==> src/rtl/sfs_pkg.sv <==
// ----------------------------------------------------------------------------
// sfs_pkg: shared types and constants of the shifting FIFO with search
// Request kinds, status codes and the storage geometry of the queue.
// ----------------------------------------------------------------------------
package sfs_pkg;

  localparam int DEPTH   = 8;
  localparam int DATA_W  = 32;
  localparam int IDX_W   = $clog2(DEPTH);
  localparam int CNT_W   = $clog2(DEPTH + 1);
  localparam int REQ_IDX_W = 3;
  localparam int FIND_W  = 3;
  localparam int FILL_W  = 4;

  typedef enum logic [1:0] {
    REQ_ENQ  = 2'd0,
    REQ_DEQ  = 2'd1,
    REQ_SRCH = 2'd2,
    REQ_UPD  = 2'd3
  } req_kind_e;

  typedef enum logic [2:0] {
    ST_OK       = 3'd0,
    ST_FULL     = 3'd1,
    ST_EMPTY    = 3'd2,
    ST_NOTFOUND = 3'd3,
    ST_BADINDEX = 3'd4
  } status_e;

endpackage

==> src/rtl/sfs_ifs.sv <==
// ----------------------------------------------------------------------------
// sfs_ifs: request and response channels
// Valid/ready channels; a word moves when valid and ready are both high.
// ----------------------------------------------------------------------------
interface sfs_req_if;
  logic                              valid;
  logic                              ready;
  sfs_pkg::req_kind_e                req_type;
  logic signed [sfs_pkg::DATA_W-1:0] req_value;
  logic [sfs_pkg::REQ_IDX_W-1:0]     req_index;

  modport source (output valid, req_type, req_value, req_index, input ready);
  modport sink   (input valid, req_type, req_value, req_index, output ready);
endinterface

interface sfs_rsp_if;
  logic                              valid;
  logic                              ready;
  sfs_pkg::status_e                  status;
  logic signed [sfs_pkg::DATA_W-1:0] out_value;
  logic [sfs_pkg::FIND_W-1:0]        found_index;
  logic [sfs_pkg::FILL_W-1:0]        fill_count;

  modport source (output valid, status, out_value, found_index, fill_count, input ready);
  modport sink   (input valid, status, out_value, found_index, fill_count, output ready);
endinterface

==> src/rtl/sfs_ram.sv <==
// ----------------------------------------------------------------------------
// sfs_ram: generic single-write, single-read RAM
// One write port and one read port with registered read data.
// ----------------------------------------------------------------------------
module sfs_ram #(
  parameter int WIDTH = 32,
  parameter int DEPTH = 8
) (
  input  logic                     clk_i,
  input  logic                     we_i,
  input  logic [$clog2(DEPTH)-1:0] waddr_i,
  input  logic [WIDTH-1:0]         wdata_i,
  input  logic [$clog2(DEPTH)-1:0] raddr_i,
  output logic [WIDTH-1:0]         rdata_o
);

  logic [WIDTH-1:0] mem [DEPTH];
  logic [WIDTH-1:0] rdata_q;

  always_ff @(posedge clk_i) begin
    if (we_i) begin
      mem[waddr_i] <= wdata_i;
    end
    rdata_q <= mem[raddr_i];
  end

  assign rdata_o = rdata_q;

endmodule

==> src/rtl/shifting_fifo_with_search_unit.sv <==
// ----------------------------------------------------------------------------
// shifting_fifo_with_search_unit: queue with dequeue shift, search and update
//
//   channel | dir | payload
//   req_i   | in  | req_type, req_value, req_index
//   rsp_o   | out | status, out_value, found_index, fill_count
//
// Enqueue and update go straight to the finish step. Dequeue moves each
// remaining entry one slot toward the head, search walks from the head to a hit
// or the tail; the single RAM read port and the one comparator walk one slot a cycle.
// Reset empties the queue at once; slot contents are not cleared.
// req_i.ready is high only between requests. A result waits in the output
// register while the next request is worked on; the finish step holds until
// that register is free.
// ----------------------------------------------------------------------------
module shifting_fifo_with_search_unit (
  input  logic      clk_i,
  input  logic      rst_ni,
  sfs_req_if.sink   req_i,
  sfs_rsp_if.source rsp_o
);
  import sfs_pkg::*;

  typedef enum logic [1:0] {
    S_IDLE,
    S_SHIFT,
    S_SRCH,
    S_FIN
  } state_e;

  state_e                  state_q;
  logic [CNT_W-1:0]        count_q;
  logic [CNT_W-1:0]        ptr_q;
  logic [DATA_W-1:0]       key_q;
  status_e                 res_status_q;
  logic [DATA_W-1:0]       res_value_q;
  logic [FIND_W-1:0]       res_found_q;

  logic                    out_valid_q;
  status_e                 out_status_q;
  logic [DATA_W-1:0]       out_value_q;
  logic [FIND_W-1:0]       out_found_q;
  logic [FILL_W-1:0]       out_fill_q;

  logic                    ram_we;
  logic [IDX_W-1:0]        ram_waddr;
  logic [DATA_W-1:0]       ram_wdata;
  logic [IDX_W-1:0]        ram_raddr;
  logic [DATA_W-1:0]       ram_rdata;
  logic                    req_acc;
  logic                    idx_ok;
  logic                    key_hit;

  assign req_i.ready = (state_q == S_IDLE);
  assign req_acc     = req_i.valid && req_i.ready;
  assign idx_ok      = CNT_W'(req_i.req_index) < count_q;
  assign key_hit     = (ram_rdata == key_q);

  always_comb begin
    ram_we    = 1'b0;
    ram_waddr = '0;
    ram_wdata = $unsigned(req_i.req_value);
    ram_raddr = (state_q == S_IDLE) ? '0 : ptr_q[IDX_W-1:0];
    if (req_acc) begin
      case (req_i.req_type)
        REQ_ENQ: begin
          ram_we    = (count_q < CNT_W'(DEPTH));
          ram_waddr = count_q[IDX_W-1:0];
        end
        REQ_UPD: begin
          ram_we    = idx_ok;
          ram_waddr = IDX_W'(req_i.req_index);
        end
        default: ;
      endcase
    end else if (state_q == S_SHIFT && ptr_q >= CNT_W'(2)) begin
      ram_we    = 1'b1;
      ram_waddr = IDX_W'(ptr_q - CNT_W'(2));
      ram_wdata = ram_rdata;
    end
  end

  sfs_ram #(
    .WIDTH(DATA_W),
    .DEPTH(DEPTH)
  ) u_slots (
    .clk_i  (clk_i),
    .we_i   (ram_we),
    .waddr_i(ram_waddr),
    .wdata_i(ram_wdata),
    .raddr_i(ram_raddr),
    .rdata_o(ram_rdata)
  );

  always_ff @(posedge clk_i or negedge rst_ni) begin
    if (!rst_ni) begin
      state_q      <= S_IDLE;
      count_q      <= '0;
      ptr_q        <= '0;
      out_valid_q  <= 1'b0;
      res_status_q <= ST_OK;
      out_status_q <= ST_OK;
    end else begin
      if (out_valid_q && rsp_o.ready && state_q != S_FIN) begin
        out_valid_q <= 1'b0;
      end
      case (state_q)
        S_IDLE: begin
          if (req_i.valid) begin
            ptr_q       <= CNT_W'(1);
            key_q       <= $unsigned(req_i.req_value);
            res_value_q <= '0;
            res_found_q <= '0;
            case (req_i.req_type)
              REQ_ENQ: begin
                if (count_q < CNT_W'(DEPTH)) begin
                  res_status_q <= ST_OK;
                  count_q      <= count_q + CNT_W'(1);
                end else begin
                  res_status_q <= ST_FULL;
                end
                state_q <= S_FIN;
              end
              REQ_DEQ: begin
                if (count_q == '0) begin
                  res_status_q <= ST_EMPTY;
                  state_q      <= S_FIN;
                end else begin
                  res_status_q <= ST_OK;
                  state_q      <= S_SHIFT;
                end
              end
              REQ_SRCH: begin
                if (count_q == '0) begin
                  res_status_q <= ST_NOTFOUND;
                  state_q      <= S_FIN;
                end else begin
                  state_q <= S_SRCH;
                end
              end
              default: begin
                res_status_q <= idx_ok ? ST_OK : ST_BADINDEX;
                state_q      <= S_FIN;
              end
            endcase
          end
        end
        S_SHIFT: begin
          if (ptr_q == CNT_W'(1)) begin
            res_value_q <= ram_rdata;
          end
          if (ptr_q == count_q) begin
            count_q <= count_q - CNT_W'(1);
            state_q <= S_FIN;
          end else begin
            ptr_q <= ptr_q + CNT_W'(1);
          end
        end
        S_SRCH: begin
          if (key_hit) begin
            res_status_q <= ST_OK;
            res_found_q  <= FIND_W'(ptr_q - CNT_W'(1));
            state_q      <= S_FIN;
          end else if (ptr_q == count_q) begin
            res_status_q <= ST_NOTFOUND;
            state_q      <= S_FIN;
          end else begin
            ptr_q <= ptr_q + CNT_W'(1);
          end
        end
        S_FIN: begin
          if (!out_valid_q || rsp_o.ready) begin
            out_valid_q  <= 1'b1;
            out_status_q <= res_status_q;
            out_value_q  <= res_value_q;
            out_found_q  <= res_found_q;
            out_fill_q   <= FILL_W'(count_q);
            state_q      <= S_IDLE;
          end
        end
        default: state_q <= S_IDLE;
      endcase
    end
  end

  assign rsp_o.valid       = out_valid_q;
  assign rsp_o.status      = out_status_q;
  assign rsp_o.out_value   = $signed(out_value_q);
  assign rsp_o.found_index = out_found_q;
  assign rsp_o.fill_count  = out_fill_q;

  a_count_range: assert property (@(posedge clk_i) disable iff (!rst_ni)
    count_q <= CNT_W'(DEPTH))
    else $error("fill count beyond depth");

  a_busy_after_accept: assert property (@(posedge clk_i) disable iff (!rst_ni)
    req_acc |=> !req_i.ready)
    else $error("ready while a request is in work");

  a_value_only_on_deq: assert property (@(posedge clk_i) disable iff (!rst_ni)
    (rsp_o.valid && rsp_o.status != ST_OK) |-> (rsp_o.out_value == '0))
    else $error("head value on a failed request");

  a_full_means_full: assert property (@(posedge clk_i) disable iff (!rst_ni)
    (rsp_o.valid && rsp_o.status == ST_FULL) |-> (rsp_o.fill_count == FILL_W'(DEPTH)))
    else $error("full status with free slots");

endmodule

==> src/flat_wrapper.sv <==
// flat-port wrapper written by rule: the top's interface ports become plain ports
module shifting_fifo_with_search_unit_flat import sfs_pkg::*;
  (clk_i, rst_ni, req_i_valid, req_i_req_type, req_i_req_value, req_i_req_index, req_i_ready, rsp_o_valid, rsp_o_status, rsp_o_out_value, rsp_o_found_index, rsp_o_fill_count, rsp_o_ready);
  sfs_req_if req_i_i ();
  sfs_rsp_if rsp_o_i ();
  input  logic clk_i;
  input  logic rst_ni;
  input wire logic [$bits(req_i_i.valid)-1:0] req_i_valid;
  input wire logic [$bits(req_i_i.req_type)-1:0] req_i_req_type;
  input wire logic [$bits(req_i_i.req_value)-1:0] req_i_req_value;
  input wire logic [$bits(req_i_i.req_index)-1:0] req_i_req_index;
  output wire logic [$bits(req_i_i.ready)-1:0] req_i_ready;
  output wire logic [$bits(rsp_o_i.valid)-1:0] rsp_o_valid;
  output wire logic [$bits(rsp_o_i.status)-1:0] rsp_o_status;
  output wire logic [$bits(rsp_o_i.out_value)-1:0] rsp_o_out_value;
  output wire logic [$bits(rsp_o_i.found_index)-1:0] rsp_o_found_index;
  output wire logic [$bits(rsp_o_i.fill_count)-1:0] rsp_o_fill_count;
  input wire logic [$bits(rsp_o_i.ready)-1:0] rsp_o_ready;
  assign req_i_i.valid = req_i_valid;
  assign req_i_i.req_type = req_i_req_type;
  assign req_i_i.req_value = req_i_req_value;
  assign req_i_i.req_index = req_i_req_index;
  assign req_i_ready = req_i_i.ready;
  assign rsp_o_valid = rsp_o_i.valid;
  assign rsp_o_status = rsp_o_i.status;
  assign rsp_o_out_value = rsp_o_i.out_value;
  assign rsp_o_found_index = rsp_o_i.found_index;
  assign rsp_o_fill_count = rsp_o_i.fill_count;
  assign rsp_o_i.ready = rsp_o_ready;
  shifting_fifo_with_search_unit u_core (.clk_i(clk_i), .rst_ni(rst_ni), .req_i(req_i_i), .rsp_o(rsp_o_i));
endmodule
==> config.mk <==
export PLATFORM = sky130hd
export DESIGN_NAME = shifting_fifo_with_search_unit_flat
export DESIGN_NICKNAME = d
export VERILOG_FILES = /design/src/rtl/sfs_pkg.sv /design/src/rtl/sfs_ifs.sv /design/src/rtl/sfs_ram.sv /design/src/rtl/shifting_fifo_with_search_unit.sv /design/src/flat_wrapper.sv
export SDC_FILE = /design/constraint.sdc
export NUM_CORES = 1
export LEC_CHECK = 0
export BUFFER_PORTS_ARGS = -buffer_cell sky130_fd_sc_hd__buf_2
export CAP_MARGIN = 20
export CORE_MARGIN = 1.5
export CORE_UTILIZATION = 37
export CTS_CLUSTER_SIZE = 25
export DETAILED_ROUTE_END_ITERATION = 8
export PLACE_DENSITY = 0.57
export SYNTH_ARGS = -nofsm -noshare
export SYNTH_HDL_FRONTEND = slang
export SYNTH_SLANG_ARGS = --single-unit
==> constraint.sdc <==
create_clock -name clk_i -period 4.4 [get_ports clk_i]
set_input_delay 0.22 -clock clk_i [delete_from_list [all_inputs] [get_ports clk_i]]
set_output_delay 0.22 -clock clk_i [all_outputs]
set_load 0.1 [all_outputs]
Yosys cells after proc, flatten, opt, wreduce, memory -nomap -nowiden

Memories as Yosys holds them, arrays and structs flattened. A register that Yosys moved wholly into a read port is not among the register bits.
Cells that the tools add are included.

Bits in registers: 123
Memory bits (writable): 256
Output and inout bits: 44
Memories kept: 1

Memories:

| memory             | words | width | rd ports | clocked after Yosys merged registers in | write ports | RTL line      | RTL |
|---|---|---|---|---|---|---|---|
| u_core.u_slots.mem | 8     | 32    | 1        | 1                                       | 1           | sfs_ram.sv:17 | `logic [WIDTH-1:0] mem [DEPTH];` |

$add $sub $neg: 5
Magnitude comparators: 3
Equality and inequality tests: 20
Mux-type cells: 46
Reductions and logical operators: 21

Operators by type and width:

| operator                                            | number |
|---|---|
| 2-to-1 mux 32 bit                                   | 4 |
| one-hot mux 32 bit (2 select lines)                 | 1 |
| equality test 32 bit                                | 1 |
| 2-to-1 mux 3 bit                                    | 10 |
| 2-to-1 mux 4 bit                                    | 7 |
| one-hot mux 3 bit (2 select lines)                  | 3 |
| inequality test 2 bit, second input constant        | 7 |
| 2-to-1 mux 2 bit                                    | 6 |
| one-hot mux 4 bit (3 select lines)                  | 1 |
| AND reduction 4 bit                                 | 3 |
| 2-to-1 mux 1 bit                                    | 9 |
| one-hot mux 3 bit (3 select lines)                  | 1 |
| AND reduction 3 bit                                 | 3 |
| adder 4 x 1 -> 4 bit, second input constant         | 2 |
| equality test 2 bit, second input constant          | 4 |
| one-hot mux 2 bit (4 select lines)                  | 1 |
| one-hot mux 4 bit (2 select lines)                  | 1 |
| AND reduction 5 bit                                 | 1 |
| equality test 2 x 1 -> 1 bit, second input constant | 2 |
| equality test 4 x 1 -> 1 bit, second input constant | 1 |
| equality test 4 bit                                 | 1 |
| >= comparator 4 x 2 -> 1 bit, second input constant | 1 |
| logical AND 1 bit                                   | 4 |
| logical NOT 2 bit                                   | 2 |
| other kinds (16)                                    | 19 |

Longest topological paths before layout

Depth after elaboration: 6
Depth in mapped cells: 9
Depth with buffers taken out: 8

By module

A second synthesis with hierarchy kept.

Cell total of the unflattened synthesis: 795
Area, all modules: 16056.6 um^2

Modules (own cells, without submodules):

| module                         | instances | cells an instance | area an instance (um^2) | seq. area each (um^2) |
|---|---|---|---|---|
| sfs_ram                        | 1         | 415               | 10466.3                 | 8328.0 |
| shifting_fifo_with_search_unit | 1         | 380               | 5590.4                  | 3608.5 |

Worst setup path before layout

No wires, ideal clock.

Path type: reg2reg
Start point: register u_core.state_q[0]
End point: register u_core.res_value_q[0], enable pin
Setup time: 470 ps
Data arrival time: 4068 ps
Data required time: 3930 ps
Slack: -139 ps
Stages on the path, launching flop included: 5
Path buffers: 0
Cell sequence: dfrtp_1 -> inv_1 -> ha_1 -> nor2_1 -> a211oi_1

Word-level cells in the longest chain between the ends: 3

Ends and longest elaborated chain:

| what                                                                         | RTL line                              | RTL |
|---|---|---|
| from (decl)                                                                  | shifting_fifo_with_search_unit.sv:31  | `state_e state_q;` |
| from (signal assigned)                                                       | shifting_fifo_with_search_unit.sv:97  | `state_q <= S_IDLE;` |
| from (signal assigned)                                                       | shifting_fifo_with_search_unit.sv:122 | `state_q <= S_FIN;` |
| from (signal assigned)                                                       | shifting_fifo_with_search_unit.sv:127 | `state_q <= S_FIN;` |
| logical NOT 2 bit (*)                                                        | -                                     |  |
| net req_i_ready                                                              | flat_wrapper.sv:12                    | `output wire logic [$bits(req_i_i.ready)-1:0] req_i_ready;` |
| inequality test 2 bit (no line) / nonzero test 2 bit (equally long branches) | -                                     |  |
| AND reduction 4 bit (no line) (*)                                            | -                                     |  |
| to (signal assigned)                                                         | shifting_fifo_with_search_unit.sv:150 | `res_value_q <= ram_rdata;` |
| to (decl)                                                                    | shifting_fifo_with_search_unit.sv:36  | `logic [DATA_W-1:0] res_value_q;` |

The timed path passes the listed nets; every way through them passes the cells marked *.
A chain may end at the register's enable or synchronous reset.

Final worst setup path

Start point: register u_core.state_q[0]
End point: memory u_core.u_slots.mem[0][19], enable pin

Word-level cells in the longest chain between the ends: 6

Ends and longest elaborated chain:

| what                                   | RTL line                             | RTL |
|---|---|---|
| equality test 2 x 1 -> 1 bit           | shifting_fifo_with_search_unit.sv:76 | `end else if (state_q == S_SHIFT && ptr_q >= CNT_W'(2)) begin` |
| logical AND 1 bit                      | shifting_fifo_with_search_unit.sv:76 |  |
| 2-to-1 mux 1 bit                       | shifting_fifo_with_search_unit.sv:76 |  |
| 2-to-1 mux 1 bit                       | shifting_fifo_with_search_unit.sv:64 | `if (req_acc) begin` |
| 2-to-1 mux 1 bit                       | sfs_ram.sv:21                        | `if (we_i) begin` |
| 2-to-1 mux 1 bit (not written as such) | sfs_ram.sv:22                        | `mem[waddr_i] <= wdata_i;` |
| to (decl)                              | sfs_ram.sv:17                        |  |

Several ways; a longest one is shown, not always the timed one.

==> flow_metrics.py <==
metrics = {
    "floorplan": {
        "die_area_sq_mm": 0.0443,
        "die_x_um": 210,
        "start_util": 0.377,
        "coreArea_sq_mm": 0.0422,
        "die_y_um": 210,
        "std_cell_rows": 75,
        "ios": 85,
    },
    "clock_network": {
        "clockBufferDepth": 3,
        "cts_sinks": 411,
        "cts_buffers": 45,
        "clkLatencyLatePin_ps": 570,
        "cts_tree": "yes",
        "htreeDepth": 2,
        "cts_root_buffer": "clkbuf_16",
        "post_cts_buffers": 0,
        "clk_pin_slew_worst_paths_ps": 60,
    },
    "synth": {
        "synth-edff-count": 362,
        "syn_nets": 861,
        "synth_area_sq_mm": 0.0159,
        "ys_ff_latch": 411,
        "netlist_instances": 801,
        "synth-seq-area-share": 0.750,
        "async_reset_ff_frac": 0.0414,
        "synth_area_per_cell_sq_um": 19.9,
        "synth_flop_cell": "edfxtp_1",
        "yosys_warnings": 0,
        "synth.distinct_cells": 53,
    },
    "placed_design": {
        "io_buffers": 84,
        "placed_cells": 1418,
        "placed_cell_area_sq_mm": 0.0172,
        "globalplace.congestion": 0.804,
        "dp_hpwl_um": 20300,
        "place_ws_ps": 1120,
    },
    "pwr": {
        "p_total_mw": 13.6,
        "power_leakage_nw": 6.46,
        "clkPwrFrac": 0.284,
        "pwr-share-comb": 0.299,
        "intPower_mw": 9.23,
        "p_per_area_mw_per_mm2": 712,
        "peakVddDrop_v": 0.000279,
        "switching_share": 0.320,
        "power.switching_mw": 4.34,
        "p_seq_frac": 0.417,
    },
    "timing": {
        "setup_tns_ps": 0,
        "setup_ws_ps": 1170,
        "fmax_mhz": 310,
        "min_period_over_period": 0.734,
        "rsz0062_at_grt": "no",
        "holdWs_ps": 82.8,
        "skew_ps": 12.0,
        "tightest_slew_ps": 995,
        "hold_viol_final": 0,
        "maxSlewHeadroom": 0.335,
        "finalSetupViolations": 0,
        "fin_crit_ps": 3230,
        "slew_violations": 0,
    },
    "route": {
        "via_count": 7697,
        "drc_errors": 0,
        "drtIter0Drc": 543,
        "ant_nets": 0,
        "drt_first_pass_iters": 5,
        "vias_per_cell": 5.01,
        "wl_um": 33700,
        "wl_per_cell_um": 22.0,
    },
    "setup_path": {
        "crit_fanout": 15,
        "start_kind": "flop",
        "crit_path_cell_trace": "inv_1, ha_1, and2_1, nor2_4, nand2_1, a21oi_4, buf_4",
        "max_stage_delay_ps": 540,
        "slowest_stage": "a21oi_4",
        "critical-path-top-delay-family": "simple AND/OR/NAND/NOR gates",
        "worstPathArrival_ps": 3480,
        "r2r_setup_slack_ps": 1170,
        "path_buf_inv": 2,
        "critical_path_class": "reg -> reg",
        "cp-end-kind": "flop",
        "cp.required_ps": 4650,
    },
    "global_routing": {
        "grt_pass1_wl_um": 50600,
        "grt_overflow": 0,
        "grt_use_total": 0.156,
        "antenna_found_initial": 1,
        "grt_max_degree": 42,
        "grt_pass1_vias": 8030,
    },
    "final_layout": {
        "area_delta_synth_final_pct": 19.7,
        "utilization": 0.451,
        "fillers": 3624,
        "drive_gt1_frac": 0.334,
        "fin_nets": 1022,
        "diodes": 0,
        "design_area_sq_mm": 0.0191,
        "mostFrequentLayoutCells": "362 x edfxtp_1, 84 x buf_2, 67 x mux2_2",
        "layout.cells.non_filler": 1536,
        "final_common_cell": "edfxtp_1",
    },
    "min_path": {
        "worst_hold_path_type": "in -> reg",
    },
    "run_status": {
        "status": "complete, no violations",
    },
    "flow_run": {
        "cap_violations": 0,
    },
}
## area by class of cell
| class | instances | area, sq um | area share |
|---|---|---|---|
| well taps | 539 | 674 | 0.0354 |
| inverters | 18 | 67.6 | 0.00355 |
| clock buffers | 59 | 1230 | 0.0645 |
| clock inverters | 23 | 289 | 0.0152 |
| repair buffers | 142 | 966 | 0.0507 |
| flip-flops and latches | 411 | 11900 | 0.627 |
| multi-input cells | 344 | 3890 | 0.204 |
## state kept, by name, indices dropped and copies added, names as in the netlist, 4 cells and up
| register | flops |
|---|---|
| u_core.u_slots.mem | 256 |
| u_core.key_q | 32 |
| u_core.res_value_q | 32 |
| u_core.rsp_o.out_value | 32 |
| u_core.u_slots.rdata_o | 32 |
| u_core.count_q | 4 |
| u_core.ptr_q | 4 |
| u_core.rsp_o.fill_count | 4 |
## worst paths after layout
path                                             start                    endpoint  depth (start not counted)
worst max-delay path                 u_core.state_q[0]   u_core.u_slots.mem[0][19]                          7
worst min-delay path                 req_i_req_type[0]      u_core.res_status_q[0]                          4
worst max register to register       u_core.state_q[0]   u_core.u_slots.mem[0][19]                          7
worst min register to register  u_core.res_value_q[23]  u_core.rsp_o.out_value[23]                          0
max in group asynchronous                       rst_ni             u_core.ptr_q[0]                          2
min in group asynchronous                       rst_ni           u_core.count_q[1]                          2
## cells in the mapped netlist (all sizes together), types with 2 or more instances
library cell | number | area [sq um]
a211oi | 3 | 22.5
a21o | 2 | 15.0
a21oi | 16 | 80.1
a22oi | 3 | 22.5
a311oi | 2 | 23.8
a31oi | 3 | 33.8
and2 | 34 | 213
and3 | 2 | 12.5
buf | 18 | 98.8
clkbuf | 10 | 37.5
dfrtp | 17 | 425
dfxtp | 32 | 641
edfxtp | 362 | 10900
ha | 18 | 225
inv | 18 | 67.6
mux2 | 67 | 754
mux2i | 2 | 20.0
mux4 | 64 | 1440
nand2 | 18 | 67.6
nand2b | 3 | 18.8
nand3 | 5 | 25.0
nand3b | 2 | 15.0
nand4 | 9 | 62.6
nor2 | 14 | 55.1
nor2b | 3 | 18.8
nor3 | 2 | 10.0
nor4 | 3 | 48.8
o21ai | 11 | 55.1
o22ai | 2 | 12.5
o32a | 2 | 20.0
o32ai | 2 | 17.5
xnor2 | 38 | 333
xor2 | 3 | 26.3
## cell families (layout without fill, tap and decap cells)
kind of cell	after synthesis	after routing	synth area share
xor+xnor	41	41	0.0226
fa+ha+maj	19	19	0.0154
buf+inv	46	242	0.0128
mux	133	133	0.139
flops	411	411	0.750
compound gates	53	53	0.0240
simple gates	98	98	0.0361
## tightest hold or removal path, cell delays in order
cell,delay (ps)
buf_2,130
o21ai_0,90
nand3b_1,90
o21ai_0,80
## power groups by stage
| stage | clock (mW) | sequential, mW | combinational, mW |
|---|---|---|---|
| global route | 4.10 | 5.73 | 4.37 |
| floorplan | 0 | 6.06 | 2.59 |
| finish | 3.86 | 5.65 | 4.06 |
| detailed placement | 0 | 5.74 | 4.09 |
| CTS | 3.95 | 5.67 | 4.13 |
| global placement | 0 | 5.73 | 4.03 |
## routing by layer
layer | vias up | part of all wire | global-route usage
met4 | 0 | 0.019 | 0.0436
met2 | 162 | 0.47 | 0.248
met3 | 53 | 0.046 | 0.0307
met5 | - | 0 | 0
li1 | 3502 | - | -
met1 | 3980 | 0.46 | 0.219
## what timing repair did
item / 4_1_cts / 5_1_grt
endpoints found under the hold margin: 50 / 0
gates resized for setup: 0 / 0
endpoints found under the setup margin: 0 / 0
hold buffers: 34 / 0
(Power assumes the default switching activity.)
